===== src/rtl/hbw_pkg.sv =====
`timescale 1ns / 1ps
`default_nettype none
// ----------------------------------------------------------------------------
// hbw_pkg
// Shared types, register indexes and reset values for the heartbeat watchdog.
// ----------------------------------------------------------------------------
package hbw_pkg;

  // Channel count and fixed field widths
  localparam int NUM_MODULES = 6;
  localparam int MOD_IDX_W   = 3;
  localparam int TIMEOUT_W   = 16;
  localparam int IN_TIME_W   = 32;
  localparam int COUNT_W     = 4;   // holds any cap up to 15
  localparam int OUT_COUNT_W = 3;

  // Configuration port
  localparam int CFG_IDX_W  = 3;
  localparam int CFG_DATA_W = 16;

  // Parameter defaults
  localparam int MAX_COUNTED_ERRORS_DEF = 8;
  localparam int TIME_BITS_DEF          = 32;

  // Register indexes
  localparam logic [CFG_IDX_W-1:0] REG_ENABLE_MASK = 3'd0;
  localparam logic [CFG_IDX_W-1:0] REG_TIMEOUT_CH0 = 3'd1;
  localparam logic [CFG_IDX_W-1:0] REG_TIMEOUT_CH5 = 3'd6;

  // Opcodes
  localparam logic OP_CHECK     = 1'b0;
  localparam logic OP_HEARTBEAT = 1'b1;

  typedef logic [NUM_MODULES-1:0]                mod_mask_t;
  typedef logic [NUM_MODULES-1:0][TIMEOUT_W-1:0] timeout_arr_t;

  // Reset values
  localparam mod_mask_t    ENABLE_MASK_RST = 6'h3F;
  localparam timeout_arr_t TIMEOUT_RST     = {16'd4000, 16'd4000, 16'd4000,
                                              16'd500,  16'd500,  16'd500};

  // Configuration seen by the sequencer
  typedef struct packed {
    mod_mask_t    enable_mask;
    timeout_arr_t timeout;
  } cfg_t;

endpackage : hbw_pkg
`default_nettype wire


===== src/rtl/hbw_cfg_regs.sv =====
`timescale 1ns / 1ps
`default_nettype none
// ----------------------------------------------------------------------------
// hbw_cfg_regs
// Enable mask and per-module timeout registers behind a plain write port.
// ----------------------------------------------------------------------------
module hbw_cfg_regs
  import hbw_pkg::*;
(
  input  wire logic                  clk,
  input  wire logic                  rst_n,
  input  wire logic                  cfg_we,
  input  wire logic [CFG_IDX_W-1:0]  cfg_index,
  input  wire logic [CFG_DATA_W-1:0] cfg_wdata,
  output cfg_t                       cfg
);

  mod_mask_t    enable_mask_r, enable_mask_nxt;
  timeout_arr_t timeout_r, timeout_nxt;
  logic [MOD_IDX_W-1:0] ch;

  assign ch = MOD_IDX_W'(cfg_index - REG_TIMEOUT_CH0);

  // Register decode; indexes past the last timeout are dropped
  always_comb begin
    enable_mask_nxt = enable_mask_r;
    timeout_nxt     = timeout_r;
    if (cfg_we) begin
      if (cfg_index == REG_ENABLE_MASK) begin
        enable_mask_nxt = cfg_wdata[NUM_MODULES-1:0];
      end else if (cfg_index inside {[REG_TIMEOUT_CH0:REG_TIMEOUT_CH5]}) begin
        timeout_nxt[ch] = cfg_wdata[TIMEOUT_W-1:0];
      end
    end
  end

  always_ff @(posedge clk) begin
    if (!rst_n) begin
      enable_mask_r <= ENABLE_MASK_RST;
      timeout_r     <= TIMEOUT_RST;
    end else begin
      enable_mask_r <= enable_mask_nxt;
      timeout_r     <= timeout_nxt;
    end
  end

  assign cfg.enable_mask = enable_mask_r;
  assign cfg.timeout     = timeout_r;

endmodule : hbw_cfg_regs
`default_nettype wire


===== src/rtl/hbw_deadline_cmp.sv =====
`timescale 1ns / 1ps
`default_nettype none
// ----------------------------------------------------------------------------
// hbw_deadline_cmp
// Shared deadline unit: flags now > seen + limit, sum kept one bit wider.
// ----------------------------------------------------------------------------
module hbw_deadline_cmp
  import hbw_pkg::*;
#(
  parameter int TIME_BITS = TIME_BITS_DEF
) (
  input  wire logic [TIME_BITS-1:0] now,
  input  wire logic [TIME_BITS-1:0] seen,
  input  wire logic [TIMEOUT_W-1:0] limit,
  output logic                      expired
);

  logic [TIME_BITS:0] deadline;

  // Wide add then compare, no wrap handling
  assign deadline = {1'b0, seen} + (TIME_BITS+1)'(limit);
  assign expired  = {1'b0, now} > deadline;

endmodule : hbw_deadline_cmp
`default_nettype wire


===== src/rtl/module_heartbeat_watchdog.sv =====
`timescale 1ns / 1ps
`default_nettype none
// ----------------------------------------------------------------------------
// module_heartbeat_watchdog
// Six-module liveness watchdog: heartbeats record times, checks mark modules
// lost or found again and keep a count of marks.
//
//   Channel  Direction  Handshake          Payload
//   in_      input      in_valid/in_stall  opcode, module_index, current_time
//   out_     output     out_valid/out_stall lost_mask, error_count, any_error
//   cfg_     input      cfg_we             cfg_index, cfg_wdata
//
// A heartbeat steps through accept and result load. A check steps through
// accept, each module in turn through the single deadline compare unit, load.
// Synchronous active-low reset clears state, marks, count and last-seen times.
// in_stall is high from accept until the result is loaded into the output
// register; loading waits while a previous result is held by out_stall.
// ----------------------------------------------------------------------------
module module_heartbeat_watchdog
  import hbw_pkg::*;
#(
  parameter int MAX_COUNTED_ERRORS = MAX_COUNTED_ERRORS_DEF,
  parameter int TIME_BITS          = TIME_BITS_DEF
) (
  input  wire logic                   clk,
  input  wire logic                   rst_n,
  // input items
  input  wire logic                   in_valid,
  output logic                        in_stall,
  input  wire logic                   in_opcode,
  input  wire logic [MOD_IDX_W-1:0]   in_module_index,
  input  wire logic [IN_TIME_W-1:0]   in_current_time,
  // result items
  output logic                        out_valid,
  input  wire logic                   out_stall,
  output logic [NUM_MODULES-1:0]      out_lost_mask,
  output logic [OUT_COUNT_W-1:0]      out_error_count,
  output logic                        out_any_error,
  // configuration
  input  wire logic                   cfg_we,
  input  wire logic [CFG_IDX_W-1:0]   cfg_index,
  input  wire logic [CFG_DATA_W-1:0]  cfg_wdata
);

  localparam logic [1:0] ST_IDLE   = 2'd0;
  localparam logic [1:0] ST_VISIT  = 2'd1;
  localparam logic [1:0] ST_FINISH = 2'd2;

  localparam logic [MOD_IDX_W-1:0] LAST_MOD = MOD_IDX_W'(NUM_MODULES - 1);
  localparam logic [COUNT_W-1:0]   CAP      = COUNT_W'(MAX_COUNTED_ERRORS);

  cfg_t cfg;

  logic [1:0]           state_r, state_nxt;
  logic [MOD_IDX_W-1:0] idx_r, idx_nxt;
  logic [TIME_BITS-1:0] now_r, now_nxt;
  logic [TIME_BITS-1:0] now_in;
  mod_mask_t            lost_r, lost_nxt;
  logic [COUNT_W-1:0]   count_r, count_nxt;
  logic [TIME_BITS-1:0] last_seen_r [NUM_MODULES];

  logic                 out_valid_r, out_valid_nxt;
  mod_mask_t            out_lost_r;
  logic [OUT_COUNT_W-1:0] out_count_r;
  logic                 out_any_r;

  logic in_accept, out_free, expired, hb_write;

  hbw_cfg_regs u_cfg (
    .clk       (clk),
    .rst_n     (rst_n),
    .cfg_we    (cfg_we),
    .cfg_index (cfg_index),
    .cfg_wdata (cfg_wdata),
    .cfg       (cfg)
  );

  hbw_deadline_cmp #(
    .TIME_BITS (TIME_BITS)
  ) u_cmp (
    .now     (now_r),
    .seen    (last_seen_r[idx_r]),
    .limit   (cfg.timeout[idx_r]),
    .expired (expired)
  );

  // Fit the incoming time to the stored width
  generate
    if (TIME_BITS <= IN_TIME_W) begin : g_time_trunc
      assign now_in = in_current_time[TIME_BITS-1:0];
    end else begin : g_time_ext
      assign now_in = TIME_BITS'(in_current_time);
    end
  endgenerate

  assign in_stall  = (state_r != ST_IDLE);
  assign in_accept = in_valid && !in_stall;
  assign out_free  = !out_valid_r || !out_stall;
  assign hb_write  = in_accept && (in_opcode == OP_HEARTBEAT) &&
                     (in_module_index < MOD_IDX_W'(NUM_MODULES));

  // Sequencer: one module visited per cycle in a check
  always_comb begin
    state_nxt     = state_r;
    idx_nxt       = idx_r;
    now_nxt       = now_r;
    lost_nxt      = lost_r;
    count_nxt     = count_r;
    out_valid_nxt = out_valid_r && out_stall;
    case (state_r)
      ST_IDLE: begin
        if (in_accept) begin
          now_nxt = now_in;
          idx_nxt = '0;
          if (in_opcode == OP_CHECK) begin
            state_nxt = ST_VISIT;
          end else begin
            state_nxt = ST_FINISH;
          end
        end
      end
      ST_VISIT: begin
        if (cfg.enable_mask[idx_r]) begin
          if (expired) begin
            if ((count_r < CAP) && !lost_r[idx_r]) begin
              lost_nxt[idx_r] = 1'b1;
              count_nxt       = count_r + 1'b1;
            end
          end else if (lost_r[idx_r]) begin
            lost_nxt[idx_r] = 1'b0;
            count_nxt       = count_r - 1'b1;
          end
        end
        idx_nxt = idx_r + 1'b1;
        if (idx_r == LAST_MOD) begin
          state_nxt = ST_FINISH;
        end
      end
      ST_FINISH: begin
        if (out_free) begin
          out_valid_nxt = 1'b1;
          state_nxt     = ST_IDLE;
        end
      end
      default: begin
        state_nxt = ST_IDLE;
      end
    endcase
  end

  // Control and watchdog state
  always_ff @(posedge clk) begin
    if (!rst_n) begin
      state_r     <= ST_IDLE;
      idx_r       <= '0;
      lost_r      <= '0;
      count_r     <= '0;
      out_valid_r <= 1'b0;
    end else begin
      state_r     <= state_nxt;
      idx_r       <= idx_nxt;
      lost_r      <= lost_nxt;
      count_r     <= count_nxt;
      out_valid_r <= out_valid_nxt;
    end
  end

  // Last-seen times, cleared by reset
  always_ff @(posedge clk) begin
    if (!rst_n) begin
      for (int i = 0; i < NUM_MODULES; i++) begin
        last_seen_r[i] <= '0;
      end
    end else if (hb_write) begin
      last_seen_r[in_module_index] <= now_in;
    end
  end

  // Payload registers: time latch and result
  always_ff @(posedge clk) begin
    now_r <= now_nxt;
    if ((state_r == ST_FINISH) && out_free) begin
      out_lost_r  <= lost_r;
      out_count_r <= count_r[OUT_COUNT_W-1:0];
      out_any_r   <= (count_r != '0);
    end
  end

  assign out_valid       = out_valid_r;
  assign out_lost_mask   = out_lost_r;
  assign out_error_count = out_count_r;
  assign out_any_error   = out_any_r;

endmodule : module_heartbeat_watchdog
`default_nettype wire

===== config.mk =====
export PLATFORM = sky130hd
export DESIGN_NAME = module_heartbeat_watchdog
export DESIGN_NICKNAME = d
export VERILOG_FILES = /design/src/rtl/hbw_pkg.sv /design/src/rtl/hbw_cfg_regs.sv /design/src/rtl/hbw_deadline_cmp.sv /design/src/rtl/module_heartbeat_watchdog.sv
export SDC_FILE = /design/constraint.sdc
export NUM_CORES = 1
export LEC_CHECK = 0
export BUFFER_PORTS_ARGS = -buffer_cell sky130_fd_sc_hd__buf_2
export CAP_MARGIN = 20
export CORE_AREA = 8 8 193 195
export CTS_CLUSTER_DIAMETER = 120
export DETAILED_ROUTE_END_ITERATION = 8
export DIE_AREA = 0 0 201 203
export PLACE_DENSITY = 0.76
export SLEW_MARGIN = 20
export SYNTH_ARGS = -nofsm -noshare
export SYNTH_HDL_FRONTEND = slang
export SYNTH_SLANG_ARGS = --single-unit

===== constraint.sdc =====
create_clock -name clk -period 7 [get_ports clk]
set_clock_uncertainty 0.2 [all_clocks]
set_input_delay 1.4 -clock clk [delete_from_list [all_inputs] [get_ports clk]]
set_output_delay 1.4 -clock clk [all_outputs]
set_load 0.05 [all_outputs]

* Word level (Yosys, flattened, before mapping)
Memory sizes are Yosys's and may differ from the RTL's. A register that Yosys moved wholly into a read port is not among the register bits. Index checks and enable logic that the tools add are counted.
Storage, ports and cells: register bits after elaboration 160, RAM bits 192, input bits 60, output and inout bits 12, word-level logic and storage cells 104, memories 1
Memory list:
- last_seen_r | words 6, bits a word 32, read ports 1, clocked after Yosys merged registers in 1, write ports 6, RTL line module_heartbeat_watchdog.sv:60 | logic [TIME_BITS-1:0] last_seen_r [NUM_MODULES];
Operators by class: $add $sub $neg 5, $lt $le $gt $ge 9, equality and inequality tests 7, muxes and demuxes 35, bitwise logic cells 4, reductions and logical operators 27
Operators by type and width (number):
- 96-bit bitwise mux | 1
- 16-bit binary-select mux with 3-bit select | 1
- 16-bit demux with 3-bit select | 1
- 32-bit by 16-bit adder with 33-bit output | 1
- 32-bit by 33-bit greater-than comparator with 1-bit output | 1
- 16-bit 2-to-1 mux | 2
- 32-bit 2-to-1 mux | 1
- 32-bit OR reduction | 1
- 6-bit 2-to-1 mux | 3
- 3-bit 2-to-1 mux | 4
- 4-bit 2-to-1 mux | 3
- 1-bit 2-to-1 mux | 10
- 3-bit by 1-bit greater-or-equal comparator with 1-bit output (second input constant) | 3
- 1-bit logical AND | 9
- 3-bit by 4-bit < comparator with 1-bit output (second input constant) | 2
- 2-bit 2-to-1 mux | 4
- 6-bit AND | 1
- 1-bit binary-select mux with 3-bit select | 2
- 2-bit inequality test (second input constant) | 3
- 6-bit inverter | 1
- 6-bit bitwise OR | 1
- 2-bit case mux with 3 select lines | 1
- 3-bit case mux with 2 select lines | 1
- 2-bit AND reduction | 3
- other kinds (21) | 27

* Longest topological paths before layout
depth after elaboration 10, depth in mapped cells 32

* By module
From an unflattened synthesis, not the netlist that was laid out.
Second synthesis, totals: cells, all modules 1506, area, all modules 19512.5 sq um
Modules (own cells, without submodules):
- module_heartbeat_watchdog | instances 1, cells an instance 899, area each 13729.4 sq um
- hbw_cfg_regs | instances 1, cells an instance 375, area each 3985.1 sq um
- hbw_deadline_cmp | instances 1, cells an instance 232, area each 1798.0 sq um

* Least setup slack after synthesis
No wires, ideal clock.
path type flip-flop to flip-flop, from register with a tool-made name, to register count_r[3], setup time 0.079 ns, arrival time 6.815 ns, data required time 6.721 ns, slack -0.094 ns, cell stages (with the launch flop) 30, buffers on the path 6, period minus slack after synthesis 7.094 ns, cell sequence dfxtp_1 -> buf_4 -> buf_12 -> buf_1 -> buf_2 -> mux4_2 -> mux2_2 -> ha_1 -> nand2_1 -> a211o_1 -> a31o_1 -> o311ai_1 -> nand2b_1 -> nor2_2 -> nand3b_1 -> xnor2_1 -> ha_1 -> a211oi_1 -> nand2_1 -> a2111oi_0 -> o21ai_0 -> o211ai_1 -> a41o_1 -> buf_6 -> buf_2 -> ha_1 -> a21o_1 -> a21oi_1 -> or4bb_1 -> o211ai_1
RTL lines:
- end signal: assignment | RTL line module_heartbeat_watchdog.sv:163 | count_r <= count_nxt;
- end: declaration | RTL line module_heartbeat_watchdog.sv:59 | logic [COUNT_W-1:0] count_r, count_nxt;

==> qor.csv <==
stage;metric;value;unit
finish;final design utilization;63.4;%
sta;RSZ-0062 raised after global routing;no;
synth;mean post-synth cell area;12.8;um2
clock_network;CTS Buf Count;44;
sta;max-slew violations;0;
power_and_ir_drop;Pwr Density;260;nW/um2
synth;Synth Instances;1480;
synth;Synth Warn #;0;
die;DIE HEIGHT;203;um
power_and_ir_drop;Peak VDD IR;160;uV
sta;Hold Violations, Final;0;
power_and_ir_drop;Leak;8.15;nW
sta;# setup viols final;0;
critical_path;kind of critical path;reg2reg;
power_and_ir_drop;total power;5.63;mW
finish;post-route cell area;21600;um2
detailed_routing;total wire length;44.8;mm
finish;fin cells;2118;
clock_network;clk sinks;419;
synth;Synth top area share;47.3;%
die;# rows;68;
sta;relative slew slack;29.1;%
detailed_routing;drt via density;5.87;
place;IO buf count;71;
detailed_routing;WL per Instance;21.1;um
die;die footprint;40800;um2
min_path;HP Start;u_cfg.cfg[50];
place;Post-Place Cells;2041;
global_route;GR Util met3;3.47;%
die;Initial Util;55.5;%
job;Max Cap Viol;0;
sta;fin worst setup slack;496;ps
synth;most used flip-flop cell after synthesis;edfxtp_1;
finish;n_diodes;0;
clock_network;CTS root buffer;clkbuf_16;
clock_network;clk slew on worst S/H paths;60;ps
critical_path;CP Data Required Time;7260;ps
global_route;met2 usage;36.4;%
die;I/O pin cnt;72;
finish;NumNets Final;1753;
sta;Setup TNS;0;ps
detailed_routing;# DRC;0;
clock_network;clk buf depth;3;
place;area of placed instances;20100;um2
min_path;worst hold path type;reg2reg;
synth;EDFF count, synth;298;
finish;Layout area overhead;14.3;%
synth;Yosys reg bits;419;
global_route;initial antenna violation count;0;
global_route;GRT Residual Overflow;0;
global_route;largest net degree at the start of global routing;72;
synth;post-synthesis sequential area ratio;60.1;%
clock_network;CTS tree;yes;
synth;Synth area leaders;edfxtp_1 47%, dfxtp_1 13%, mux4_2 7.1%;
synth;library cells used by synthesis;69;
detailed_routing;DRT antenna net count;0;
detailed_routing;drt first pass iters;6;
global_route;first-pass GRT wire length;70.3;mm
global_route;GR Util All Layers;21.7;%
die;die width;201;um
global_route;vias in the first global route;12500;
finish;leading cell type in the layout, fill and taps excluded;edfxtp_1;
outcome;status;completed;
sta;maximum clock frequency;154;MHz
place;routability congestion estimate;0.861;
place;detailed placer's ending HPWL;28.5;mm
clock_network;Clock Latency Late Sink;550;ps
critical_path;CP Data Arrival Time;6760;ps
clock_network;Clock H-tree levels;2;
place;DP Worst Slack;61.5;ps
synth;Post-synth ARST share;0;%
die;area of the core;34100;um2
global_route;met1 usage;28.8;%
sta;period utilisation layout;92.9;%
critical_path;endpoint class of the critical path;flip-flop;
synth;Yosys top cell by area;edfxtp_1;
detailed_routing;initial drt markers;1037;
global_route;busiest layer in global routing;met2;
detailed_routing;routed vias;12400;
synth;mapped cell area;18900;um2
sta;hold slack;254;ps
critical_path;CP startpoint kind;flip-flop;
finish;layout cells sized above 1;17.9;%
sta;Tmin final;6500;ps
sta;Worst Tran Pin Value;1060;ps
critical_path;critical path peak fanout;21;
finish;most frequent cells in the layout;298 x edfxtp_1, 241 x nor2_1, 142 x nand2_1;
-- kinds of logic after synthesis --
logic type	Yosys count	share of synthesized area, %
muxes	187	14.6
other	1	0.0198
buffers and inverters	122	2.89
adders and majority gates	58	3.91
DFF	419	60.1
xor gates and xnor gates	28	1.30
AOI/OAI and AO/OA	169	6.03
and+or+nand+nor	496	11.2
-- per-layer routing --
metal | up-vias | share of wire [%]
met2 | 519 | 49
met1 | 6149 | 42
met3 | 81 | 7.3
met5 | - | 0
li1 | 5680 | -
met4 | 0 | 2.2
-- area by class of cell --
cell class | count | area (um2)
Multi-Input combinational cell | 1002 | 7330
Inverter | 47 | 176
Clock buffer | 47 | 1130
Sequential cell | 419 | 11400
Tap cell | 455 | 569
Timing Repair Buffer | 121 | 731
Clock inverter | 27 | 313
Fill cell | 2508 | 12500
-- synthesized netlist by cell type (3+ instances only) --
| master | number |
|---|---|
| a211oi_1 | 9 |
| ha_1 | 56 |
| nor3_1 | 13 |
| a21o_1 | 8 |
| buf_1 | 4 |
| a311oi_1 | 3 |
| mux4_2 | 60 |
| or2_1 | 3 |
| buf_2 | 6 |
| a22oi_1 | 50 |
| a31oi_1 | 7 |
| nand2b_1 | 11 |
| nand3b_1 | 6 |
| o21ai_1 | 4 |
| a21oi_1 | 39 |
| o211ai_1 | 3 |
| mux4_1 | 5 |
| buf_6 | 4 |
| xor2_1 | 19 |
| inv_1 | 45 |
| o21bai_1 | 5 |
| nor2_1 | 247 |
| and3_1 | 8 |
| or3_1 | 3 |
| xnor2_1 | 9 |
| nor3b_1 | 3 |
| nand2_1 | 144 |
| mux2i_1 | 101 |
| nand4_1 | 10 |
| dfxtp_1 | 121 |
| nor2b_1 | 7 |
| nand3_1 | 28 |
| mux2_2 | 18 |
| o21ai_0 | 20 |
| edfxtp_1 | 298 |
| clkbuf_1 | 56 |
-- power breakdown --
part,internal (mW),switching [mW]
clock,1.42,0.948
combinational,0.178,0.293
sequential,2.75,0.0387
-- critical path, cell delays in order (launching register included) --
cell and delay [ps]:
dfxtp_4 630, buf_4 310, mux4_2 520, mux2_2 270
ha_1 340, a21o_1 180, a21o_1 180, a21o_1 190
a21o_1 180, a31oi_2 490, nor4_1 120, xor2_1 170
ha_1 310, nand4_1 90, nor3_1 340, a2111oi_0 150
o21ai_0 100, o211ai_1 120, a41o_2 330, ha_1 300
a21o_1 100, a21oi_1 90, or4bb_1 510, o211ai_1 180
-- sequential cells by signal (all words and copies together) (netlist names), named ones only --
signal	flops
out_error_count	3
u_cfg.cfg	96
now_r	32
out_lost_mask	6
last_seen_r	256
state_r	2
out_any_error	1
u_cfg.enable_mask_r	6
count_r	4
idx_r	3
out_valid	1
-- final timing paths --
path	end	slack, ps	cells past startpoint
setup / recovery	count_r[3]	500	23
hold / removal	u_cfg.cfg[50]	250	2
setup reg to reg	count_r[3]	500	23
hold reg to reg	u_cfg.cfg[50]	250	2
-- timing repair --
action	4_1_cts	5_1_grt
setup endpoints to repair	1	3
endpoints found under the hold margin	0	0
hold buffers	0	0
resized for setup	2	4
buffers inserted	0	3
(Power assumes the default switching activity.)
